--- src/rtl/sliding_window_stats_core_macros.svh ---
// assertion macros shared by the sliding window statistics rtl
`ifndef SLIDING_WINDOW_STATS_CORE_MACROS_SVH
`define SLIDING_WINDOW_STATS_CORE_MACROS_SVH

// condition holds at every clock edge out of reset
`define SWS_ASSERT_ALWAYS(label, clk, rst, cond) \
   label: assert property (@(posedge clk) disable iff (rst) (cond)) \
      else $error("sws check failed: invariant");

// condition implies a consequence in the same cycle
`define SWS_ASSERT_IMPLY(label, clk, rst, pre, post) \
   label: assert property (@(posedge clk) disable iff (rst) (pre) |-> (post)) \
      else $error("sws check failed: implication");

// condition implies a consequence in the next cycle
`define SWS_ASSERT_NEXT(label, clk, rst, pre, post) \
   label: assert property (@(posedge clk) disable iff (rst) (pre) |=> (post)) \
      else $error("sws check failed: next cycle");

`endif

--- src/rtl/sws_pkg.sv ---
// types and constants of the sliding window statistics block
`timescale 1ns / 1ps
`default_nettype none
package sws_pkg;

   // field widths
   localparam int SAMPLE_W   = 24;
   localparam int SUM_W      = 34;
   localparam int SUMSQ_W    = 57;
   localparam int PROD_W     = 48;
   localparam int COUNT_W    = 11;
   localparam int LEN_W      = 11;

   // register port
   localparam int CSR_DATA_W = 32;
   localparam int CSR_ADDR_W = 3;
   localparam logic [0:0]       REG_WINDOW_LEN = 1'b0;
   localparam logic [LEN_W-1:0] LEN_RESET      = 11'd1024;

   // configuration seen by the datapath
   typedef struct packed {
      logic             wr_len;
      logic [LEN_W-1:0] window_len;
   } sws_cfg_type;

   // request sequencer
   typedef enum logic [2:0] {
      ST_IDLE,
      ST_LOAD,
      ST_OLD,
      ST_SCAN,
      ST_DRAIN,
      ST_DONE
   } sws_state_type;

endpackage
`default_nettype wire

--- src/rtl/sws_csr.sv ---
// register file of the sliding window statistics block
`timescale 1ns / 1ps
`default_nettype none
module sws_csr (
   input  wire logic                               clock,
   input  wire logic                               reset,
   input  wire logic                               psel,
   input  wire logic                               penable,
   input  wire logic                               pwrite,
   input  wire logic [sws_pkg::CSR_ADDR_W-1:0]     paddr,
   input  wire logic [sws_pkg::CSR_DATA_W-1:0]     pwdata,
   output      logic [sws_pkg::CSR_DATA_W-1:0]     prdata,
   output      logic                               pready,
   output      sws_pkg::sws_cfg_type               cfg
);
   import sws_pkg::*;

   logic [LEN_W-1:0] window_len_ff;
   logic [LEN_W-1:0] window_len_in;
   logic             reg_sel;
   logic             wr_len;

   // address decode, one register per word
   assign reg_sel = (paddr[CSR_ADDR_W-1 -: 1] == REG_WINDOW_LEN);
   assign wr_len  = psel && penable && pwrite && reg_sel;

   always_comb begin
      window_len_in = window_len_ff;
      if (wr_len) begin
         window_len_in = pwdata[LEN_W-1:0];
      end
   end

   always_ff @(posedge clock) begin
      if (reset) begin
         window_len_ff <= LEN_RESET;
      end else begin
         window_len_ff <= window_len_in;
      end
   end

   // read back and handshake
   assign prdata = reg_sel ? CSR_DATA_W'(window_len_ff) : '0;
   assign pready = 1'b1;

   assign cfg.wr_len     = wr_len;
   assign cfg.window_len = window_len_ff;

endmodule
`default_nettype wire

--- config.mk ---
export PLATFORM = sky130hd
export DESIGN_NAME = sws_csr
export DESIGN_NICKNAME = d
export VERILOG_FILES = /design/src/rtl/sliding_window_stats_core_macros.svh /design/src/rtl/sws_pkg.sv /design/src/rtl/sws_csr.sv
export SDC_FILE = /design/constraint.sdc
export NUM_CORES = 1
export LEC_CHECK = 0
export ABC_CLOCK_PERIOD_IN_PS = 1150
export BUFFER_PORTS_ARGS = -buffer_cell sky130_fd_sc_hd__buf_2
export CAP_MARGIN = 20
export CORE_AREA = 2 2 52 54
export DETAILED_ROUTE_END_ITERATION = 12
export DIE_AREA = 0 0 54 56
export HOLD_SLACK_MARGIN = 0.06
export PLACE_DENSITY = 0.84
export SYNTH_ARGS = -nofsm -noshare
export SYNTH_HDL_FRONTEND = slang
export SYNTH_SLANG_ARGS = --single-unit
--- constraint.sdc ---
create_clock -name clock -period 1.15 [get_ports clock]
set_input_delay 0.23 -clock clock [delete_from_list [all_inputs] [get_ports clock]]
set_output_delay 0.23 -clock clock [all_outputs]
set_load 0.02 [all_outputs]
# [After elaboration in Yosys (flattened, before gate mapping)]
# Index checks and enable logic that the tools add are counted.
[totals] ramBits=0 input_bits=40 ff_bits=11 latch_bits=0 out_inout_bits=45 mem_count=0 word_cells=6 mem_bits_ro=0
[op_classes] multipliers=0 n_lt_le_gt_ge=0 n_addsub=0 n_mux=1 n_reduce_logical=3 div_mod_pow=0 bitwise=1 eq_ne=0 n_shift=0
[ops] operator="11-bit two-way mux" count=1
[ops] operator="1-bit logical AND" count=3
[ops] operator="1-bit inverter" count=1

# [Longest topological paths before layout]
# Gate-level depths: netlist of the first run.
[logic_depth] word_depth=3 mapped_depth=4 mapped_depth_nobuf=2

# [Worst setup path after synthesis of the first run]
# Ideal clock, no wire load.
[synth_path] kind="input port to output port" start="in paddr[2] (netlist bit)" end="out cfg[11] (netlist bit)" arrival_time_ps=838 cell_stages=4 required_time_ps=920 setup_slack_ps=82 path_buffers=3 cell_sequence="and4b_1 buf_6 buf_12 buf_4"
[synth_via] elab_chain_cells=2
[synth_lines] item="from (decl)" line="sws_csr.sv:10" source="input wire logic [sws_pkg::CSR_ADDR_W-1:0] paddr,"
[synth_lines] item="1-bit inverter" line="sws_csr.sv:24" source="assign reg_sel = (paddr[CSR_ADDR_W-1 -: 1] == REG_WINDOW_LEN);"
[synth_lines] item="1-bit logical AND" line="sws_csr.sv:25" source="assign wr_len = psel && penable && pwrite && reg_sel;"
[synth_lines] item="to (decl)" line="sws_csr.sv:14" source="output sws_pkg::sws_cfg_type cfg"
# Every way passes these cells.

# [Worst setup path in the final report of the first run]
[layout_path] start="in paddr[2] (netlist bit)" end="out prdata[8] (netlist bit)"
[layout_via] elab_chain_cells=1
[layout_lines] item="11-bit two-way mux" line="sws_csr.sv:43" source="assign prdata = reg_sel ? CSR_DATA_W'(window_len_ff) : '0;"
[layout_lines] item="to (decl)" line="sws_csr.sv:12" source="output logic [sws_pkg::CSR_DATA_W-1:0] prdata,"
# Every way passes these cells.

==> qor.csv, run 1 <==
metric,value,unit
status,"finished, final reports clean",
first drt pass iteration count,1,
Ports,85,
Yosys reg bits,11,
number of global-route vias before repair,447,
H-tree depth,1,
TritonCTS clock tree,built,
DR vias/cell,3.788,
Finished Core Util,0.4234,
"commonest cells after routing, fill and taps aside","28 x buf_2, 22 x conb_1, 20 x nand2b_1",
Setup WS post-layout,27.73,ps
VDD IR max,0.5367,mV
period utilisation layout,0.9759,
crit path cell chain,buf_2 -> buf_4 -> and2b_2 -> buf_6,
Final Hold Viols,0,
CP arrival,890,ps
Yosys warning count,0,
crit path to,prdata[8],
fin crit period,1122,ps
Comb pwr share,0.236,
port bufs,39,
Critical-path top delay cell,and2b_2,
synthesized area per cell,8.918,um2
GR Util All Layers,0.08576,
die extent in y,56,um
area of the core,2432,um2
total grt overflow,0,
sequential power share,0.465,
worst flop-to-flop path startpoint,window_len_ff[8]$_SDFFE_PP0P_,
synthesized area,767.0,um2
dpl hpwl,1084,um
drt drc,0,
"Net count, final",167,
Clock Pin Slew Worst Setup and Hold Paths,70,ps
Die Area,3024,um2
routed len/inst,8.853,um
FILL cells,251,
max-cap violation count,0,
max FFs per register,11,
synth unique cells,12,
Pins Over Slew Limit,0,
Starting Density,0.3153,
Layout Area Growth over Synthesis,34.26,%
R2R cell count,3,
"Seq/Total Area, Yosys",0.2871,
Max Fclk,0.8911,GHz
pin count of the biggest net entering global routing,23,
Post-CTS Hold Fix Bufs,0,
Worst EP required,920,ps
Die W,54,um
Setup Viol. Count Final,0,
Place WS,9.225,ps
CP Launch Point,paddr[2],
Regs by FF count,window_len_ff x11,
Reg-to-Reg End,window_len_ff[8]$_SDFFE_PP0P_,
layout cell share with drive strength beyond 1,0.5238,
Max Buffers Root-to-Sink,2,
hold_sp,pwdata[3],
post-route ant nets,0,
Final Skew,0,ps
Setup TNS,0,ps
power per cell area,828.4,nW/um2
sw frac,0.3007,
max incr delay on CP,240,ps
crit end category,primary output,
initial antenna violation count,0,
first-pass GRT wire length,1883,um
Internal,0.5965,mW
startpoint class of the critical path,primary input,
number of diodes,0,
Clock power frac,0.300,
Rows,18,
"most common cell after layout, fill and taps aside",buf_2,
clk sinks,11,
RSZ-0062 raised after global routing,true,
Top reg by flops,window_len_ff,
Pleak,0.4984,nW
Root Buffer,clkbuf_4,
routability congestion estimate,0.6278,
Mapped Cells,86,
Via Count,591,
crit-path max FO,7,
CTS Buf Count,3,
r2r setup slk,480,ps
NetSw,0.2565,mW
total wire length,1381,um
number of DRC violations after detailed-routing iteration 0,0,
"Clk Latency, worst-skew pair",260,ps
Hold Crit Class,primary input to register,
Crit Path Category,primary input to primary output,
-- critical path: cells and delay by family --
kind | cells | cell delay, ps
buf+inv | 3 | 410
simple gates | 1 | 240
-- stage by stage --
step / std cells / cell area, um2 / hold slack (ps) / total power [mW]
after floorplan: 106 / 842.1 / 384.7 / 0.5977
after global placement: 151 / 889.6 / 466.9 / 0.5877
after detailed placement: 151 / 889.6 / 471.7 / 0.5888
after CTS: 156 / 944.7 / 196.7 / 0.8618
after global routing: 156 / 1030 / 201.2 / 0.9175
final: 156 / 1030 / 209.0 / 0.8530
-- synth_stat cells --
cell,n,area (um2)
buf_4,23,172.7
nand2b_1,20,125.1
dfxtp_1,11,220.2
mux2i_1,11,110.1
nor2b_1,10,62.56
clkbuf_1,3,11.26
conb_1,2,7.510
nor2_1,2,7.510
and2b_2,1,8.760
and4b_1,1,10.01
buf_12,1,20.02
buf_6,1,11.26
-- metal layers --
metal | global-route usage | routed length, um | vias up
li1 | - | - | 299
met1 | 0.09593 | 554 | 254
met2 | 0.1376 | 668 | 38
met3 | 0.04839 | 158 | 0
met4 | 0.02143 | 0 | 0
met5 | 0 | 0 | -
-- worst min-delay path by stage --
stage | slack (ps) | to | depth (start not counted)
final | 210 | window_len_ff[3]$_SDFFE_PP0P_ | 3
after global routing | 200 | window_len_ff[4]$_SDFFE_PP0P_ | 3
after CTS | 200 | window_len_ff[0]$_SDFFE_PP0P_ | 3
after detailed placement | 470 | window_len_ff[1]$_SDFFE_PP0P_ | 2
after global placement | 470 | window_len_ff[6]$_SDFFE_PP0P_ | 2
after floorplan | 380 | window_len_ff[5]$_SDFFE_PP0P_ | 2
-- power by group through the flow --
stage / logic, mW / clock network (mW) / registers [mW]
3_5_place_dp: 0.185 / 0 / 0.403
2_1_floorplan: 0.184 / 0 / 0.413
4_1_cts: 0.188 / 0.279 / 0.395
3_3_place_gp: 0.185 / 0 / 0.403
5_1_grt: 0.219 / 0.301 / 0.398
6_report: 0.201 / 0.256 / 0.396
-- what timing repair did --
item | 4_1_cts | 5_1_grt
endpoints found under the setup margin | 5 | 11
setup buffers | 1 | 0
gates cloned | 0 | 0
pin swaps | 0 | 0
resized for setup | 10 | 29
-- cell type report --
class / count / area (um2) / area share
sequential: 11 / 234.0 / 0.2272
multi-input combinational: 67 / 449.2 / 0.4362
tap: 30 / 37.54 / 0.03645
timing repair buffer: 44 / 282.8 / 0.2746
clock buffer: 4 / 26.28 / 0.02552
-- kinds of logic after synthesis --
family                 Yosys count  share of synthesized area
buffers and inverters           28                     0.2806
other                            2                   0.009792
multiplexers                    11                     0.1436
AND/OR/NAND/NOR                 34                     0.2790
flip-flops                      11                     0.2871
No activity file was read; power rests on OpenSTA's default activity.
==> run 2, diff against run 1 <==
Settings changed: ABC_AREA from default to 1, PLACE_DENSITY 0.84 to 0.85.
==> run 2 against run 1 <==
First-iteration DRC count up 6. Final cell count rose by 28%. Setup slack gained 4.4 ps. Critical path depth is 1 lower. Die area did not move. Sequential share of layout area down 0.70 points. Critical path type is now register to primary output. Sequential power is 3% higher. Via count up 26%. Routed wire length rose by 21%. Power rose by 8.8%. Synthesized cell count is 42% higher. Largest cell class unchanged. Clock skew did not move.
==> qor.csv, run 2 <==
metric,value,unit,change
Synth Area in XOR/XNOR,0,,unchanged
synthesized-area fraction occupied by adder cells,0,,unchanged
largest area contributor in the netlist,dfxtp_1,,unchanged
startpoint class of the critical path,register,,was primary input
fin crit period,1118,ps,was 1122 ps
number of DRC violations after detailed-routing iteration 0,6,,was 0
Die W,54,um,unchanged
Simple-Gate Fraction of Synth Area,0.3505,,was 0.2790
total grt overflow,0,,unchanged
Place WS,43.60,ps,was 9.225 ps
status,"finished, final reports clean",,unchanged
ys flop type,dfxtp_1,,unchanged
RSZ-0062 raised after global routing,true,,unchanged
synthesized area per cell,6.553,um2,was 8.918 um2
cell area after layout,1062,um2,was 1030 um2
share of the synthesized area in the top cell type,0.2754,,was 0.2871
WHS Endpoint,window_len_ff[10]$_SDFFE_PP1P_,,was window_len_ff[3]$_SDFFE_PP0P_
first-pass GRT wire length,2442,um,was 1883 um
Finished Core Util,0.4367,,was 0.4234
"most common cell after layout, fill and taps aside",buf_2,,unchanged
CP arrival,890,ps,about the same
max incr delay on CP,350,ps,was 240 ps
dpl hpwl,1312,um,was 1084 um
routed len/inst,8.397,um,was 8.853 um
"FFs w/ async S/R, synth",0,,unchanged
Internal,0.6140,mW,was 0.5965 mW
crit end category,primary output,,unchanged
total power,0.9284,mW,was 0.8530 mW
H-tree depth,1,,unchanged
die extent in y,56,um,unchanged
number of diodes,0,,unchanged
sw frac,0.3386,,was 0.3007
TritonCTS clock tree,built,,unchanged
Post-synth EDFFs,0,,unchanged
Clock power frac,0.280,,was 0.300
Crit Path Category,register to primary output,,was primary input to primary output
period utilisation layout,0.9721,,was 0.9759
Rows,18,,unchanged
drt drc,0,,unchanged
Regs by FF count,window_len_ff x11,,unchanged
"Clk Latency, worst-skew pair",260,ps,about the same
Max Fclk,0.8945,GHz,was 0.8911 GHz
"Net count, final",210,,was 167
Max Buffers Root-to-Sink,2,,unchanged
Yosys warning count,0,,unchanged
Setup WS post-layout,32.09,ps,was 27.73 ps
Pins Over Slew Limit,0,,unchanged
Yosys reg bits,11,,unchanged
Starting Density,0.3287,,was 0.3153
power per cell area,873.9,nW/um2,was 828.4 nW/um2
number of global-route vias before repair,636,,was 447
NetSw,0.3143,mW,was 0.2565 mW
Clock Pin Slew Worst Setup and Hold Paths,70,ps,about the same
Critical-path top delay cell,dfxtp_2,,was and2b_2
synthesized area,799.5,um2,was 767.0 um2
CTS Buf Count,3,,unchanged
worst flop-to-flop path startpoint,window_len_ff[10]$_SDFFE_PP1P_,,was window_len_ff[8]$_SDFFE_PP0P_
GR Util All Layers,0.1085,,was 0.08576
initial antenna violation count,0,,unchanged
Layout Area Growth over Synthesis,32.86,%,was 34.26%
Worst EP required,920,ps,about the same
Via Count,747,,was 591
R2R cell count,3,,unchanged
total wire length,1671,um,was 1381 um
Pleak,0.6131,nW,was 0.4984 nW
Comb pwr share,0.280,,was 0.236
Synth top cells by count,"23 x buf_4, 23 x inv_1, 17 x nor2_2",,"was 23 x buf_4, 20 x nand2b_1, 11 x dfxtp_1, 11 x mux2i_1, 10 x nor2b_1"
max FFs per register,11,,unchanged
DR vias/cell,3.754,,was 3.788
Ports,85,,unchanged
Die Area,3024,um2,unchanged
synth top area cells,"dfxtp_1 28%, buf_4 22%, nor2_2 13%",,"was dfxtp_1 29%, buf_4 23%, nand2b_1 16%"
VDD IR max,0.4249,mV,was 0.5367 mV
Reg-to-Reg End,window_len_ff[10]$_SDFFE_PP1P_,,was window_len_ff[8]$_SDFFE_PP0P_
"Seq/Total Area, Yosys",0.2754,,was 0.2871
clk sinks,11,,unchanged
area of the core,2432,um2,unchanged
crit-path max FO,3,,was 7
post-route ant nets,0,,unchanged
Root Buffer,clkbuf_4,,unchanged
largest family of logic cells by synthesized area,buffers and inverters,,unchanged
layout cell share with drive strength beyond 1,0.5503,,was 0.5238
r2r setup slk,420,ps,was 480 ps
max-cap violation count,0,,unchanged
routability congestion estimate,0.6835,,was 0.6278
port bufs,39,,unchanged
Hold Crit Class,primary input to register,,unchanged
Mapped Cells,122,,was 86
hold path depth,3,,unchanged
hold_sp,pwdata[10],,was pwdata[3]
first drt pass iteration count,3,,was 1
placed cell area,944.7,um2,was 889.6 um2
Final Skew,0,ps,unchanged
Final Hold Viols,0,,unchanged
synth unique cells,15,,was 12
pin count of the biggest net entering global routing,14,,was 23
sequential power share,0.439,,was 0.465
"commonest cells after routing, fill and taps aside","29 x buf_2, 22 x conb_1, 20 x nor2_2, 20 x buf_4, 17 x inv_1",,"was 28 x buf_2, 22 x conb_1, 20 x nand2b_1"
post-synthesis compound-gate area fraction,0.006260,,was 0
Setup Viol. Count Final,0,,unchanged
crit path cell chain,inv_2 -> nor2_1 -> buf_4,,was buf_2 -> buf_4 -> and2b_2 -> buf_6
Top reg by flops,window_len_ff,,unchanged
multiplexer share of the synthesized area,0,,was 0.1436
==> run 2: changes by cell type after synthesis, sizes merged <==
cell,change
mux2i,-11
and4b,-1
nor2b,-10
nor2,+31
nand3,+11
nand2b,-20
inv,+25
o21ai,+1
nand2,+13
and2b,-1
clkbuf,-2
==> run 2: kinds of logic (layout without fill, tap and decap cells) <==
group / after synthesis / in the layout
AO/OA/AOI/OAI: 1 / 1
buffers and inverters: 51 / 78
flip-flops: 11 / 11
other: 2 / 22
AND/OR/NAND/NOR: 57 / 57
==> run 2: repair_timing <==
item,in CTS,in global routing
endpoints found under the setup margin,4,11
hold buffers,0,0
pin swaps,0,2
endpoints found under the hold margin,0,0
resized for setup,4,26
buffers inserted,0,6
==> run 2: layout make-up <==
type	count	area, um2
clock buffer	4	26.28
fill	269	1370
inverter	25	93.84
multi-input combinational	80	375.4
sequential	11	234.0
tap	30	37.54
timing repair buffer	49	295.3
==> run 2: layer usage <==
layer | global-route usage | vias to the layer above | part of all wire
met1 | 0.1122 | 319 | 0.40
met4 | 0.06429 | 0 | 0.013
li1 | - | 397 | -
met2 | 0.1951 | 29 | 0.53
met5 | 0 | - | 0
met3 | 0.01613 | 2 | 0.050
==> run 2: power groups by stage <==
stage / Sequential (mW) / Combinational (mW) / Clock, mW
after global placement: 0.414 / 0.239 / 0
after floorplan: 0.430 / 0.215 / 0
after CTS: 0.406 / 0.242 / 0.268
after global routing: 0.409 / 0.288 / 0.290
final: 0.408 / 0.260 / 0.260
after detailed placement: 0.414 / 0.241 / 0
==> run 2: worst max-delay path by stage <==
stage                                  startpoint                             to  slack, ps  cells after the start
CTS                 window_len_ff[5]$_SDFFE_PP0P_                      prdata[5]        0.6                      3
global placement                         paddr[2]  window_len_ff[4]$_SDFFE_PP0P_         70                      7
finish              window_len_ff[1]$_SDFFE_PP0P_                      prdata[1]         30                      3
floorplan           window_len_ff[0]$_SDFFE_PP0P_                      prdata[0]        120                      2
global route        window_len_ff[1]$_SDFFE_PP0P_                      prdata[1]        -20                      3
detailed placement                       paddr[2]  window_len_ff[6]$_SDFFE_PP0P_         40                      7
==> run 2: worst max-delay path: cells and delay by family, from the launching register on <==
| family | cells | cell delay, ps |
|---|---|---|
| simple gates | 1 | 100 |
| flops | 1 | 350 |
| buf+inv | 2 | 180 |
==> run 2: per-stage QoR <==
step,instances,setup TNS (ps),hold WS (ps)
after floorplan,142,0,356.2
after global placement,189,0,445.2
after detailed placement,189,0,471.3
after CTS,193,0,196.4
after global routing,199,-61.04,204.2
final,199,0,200.5
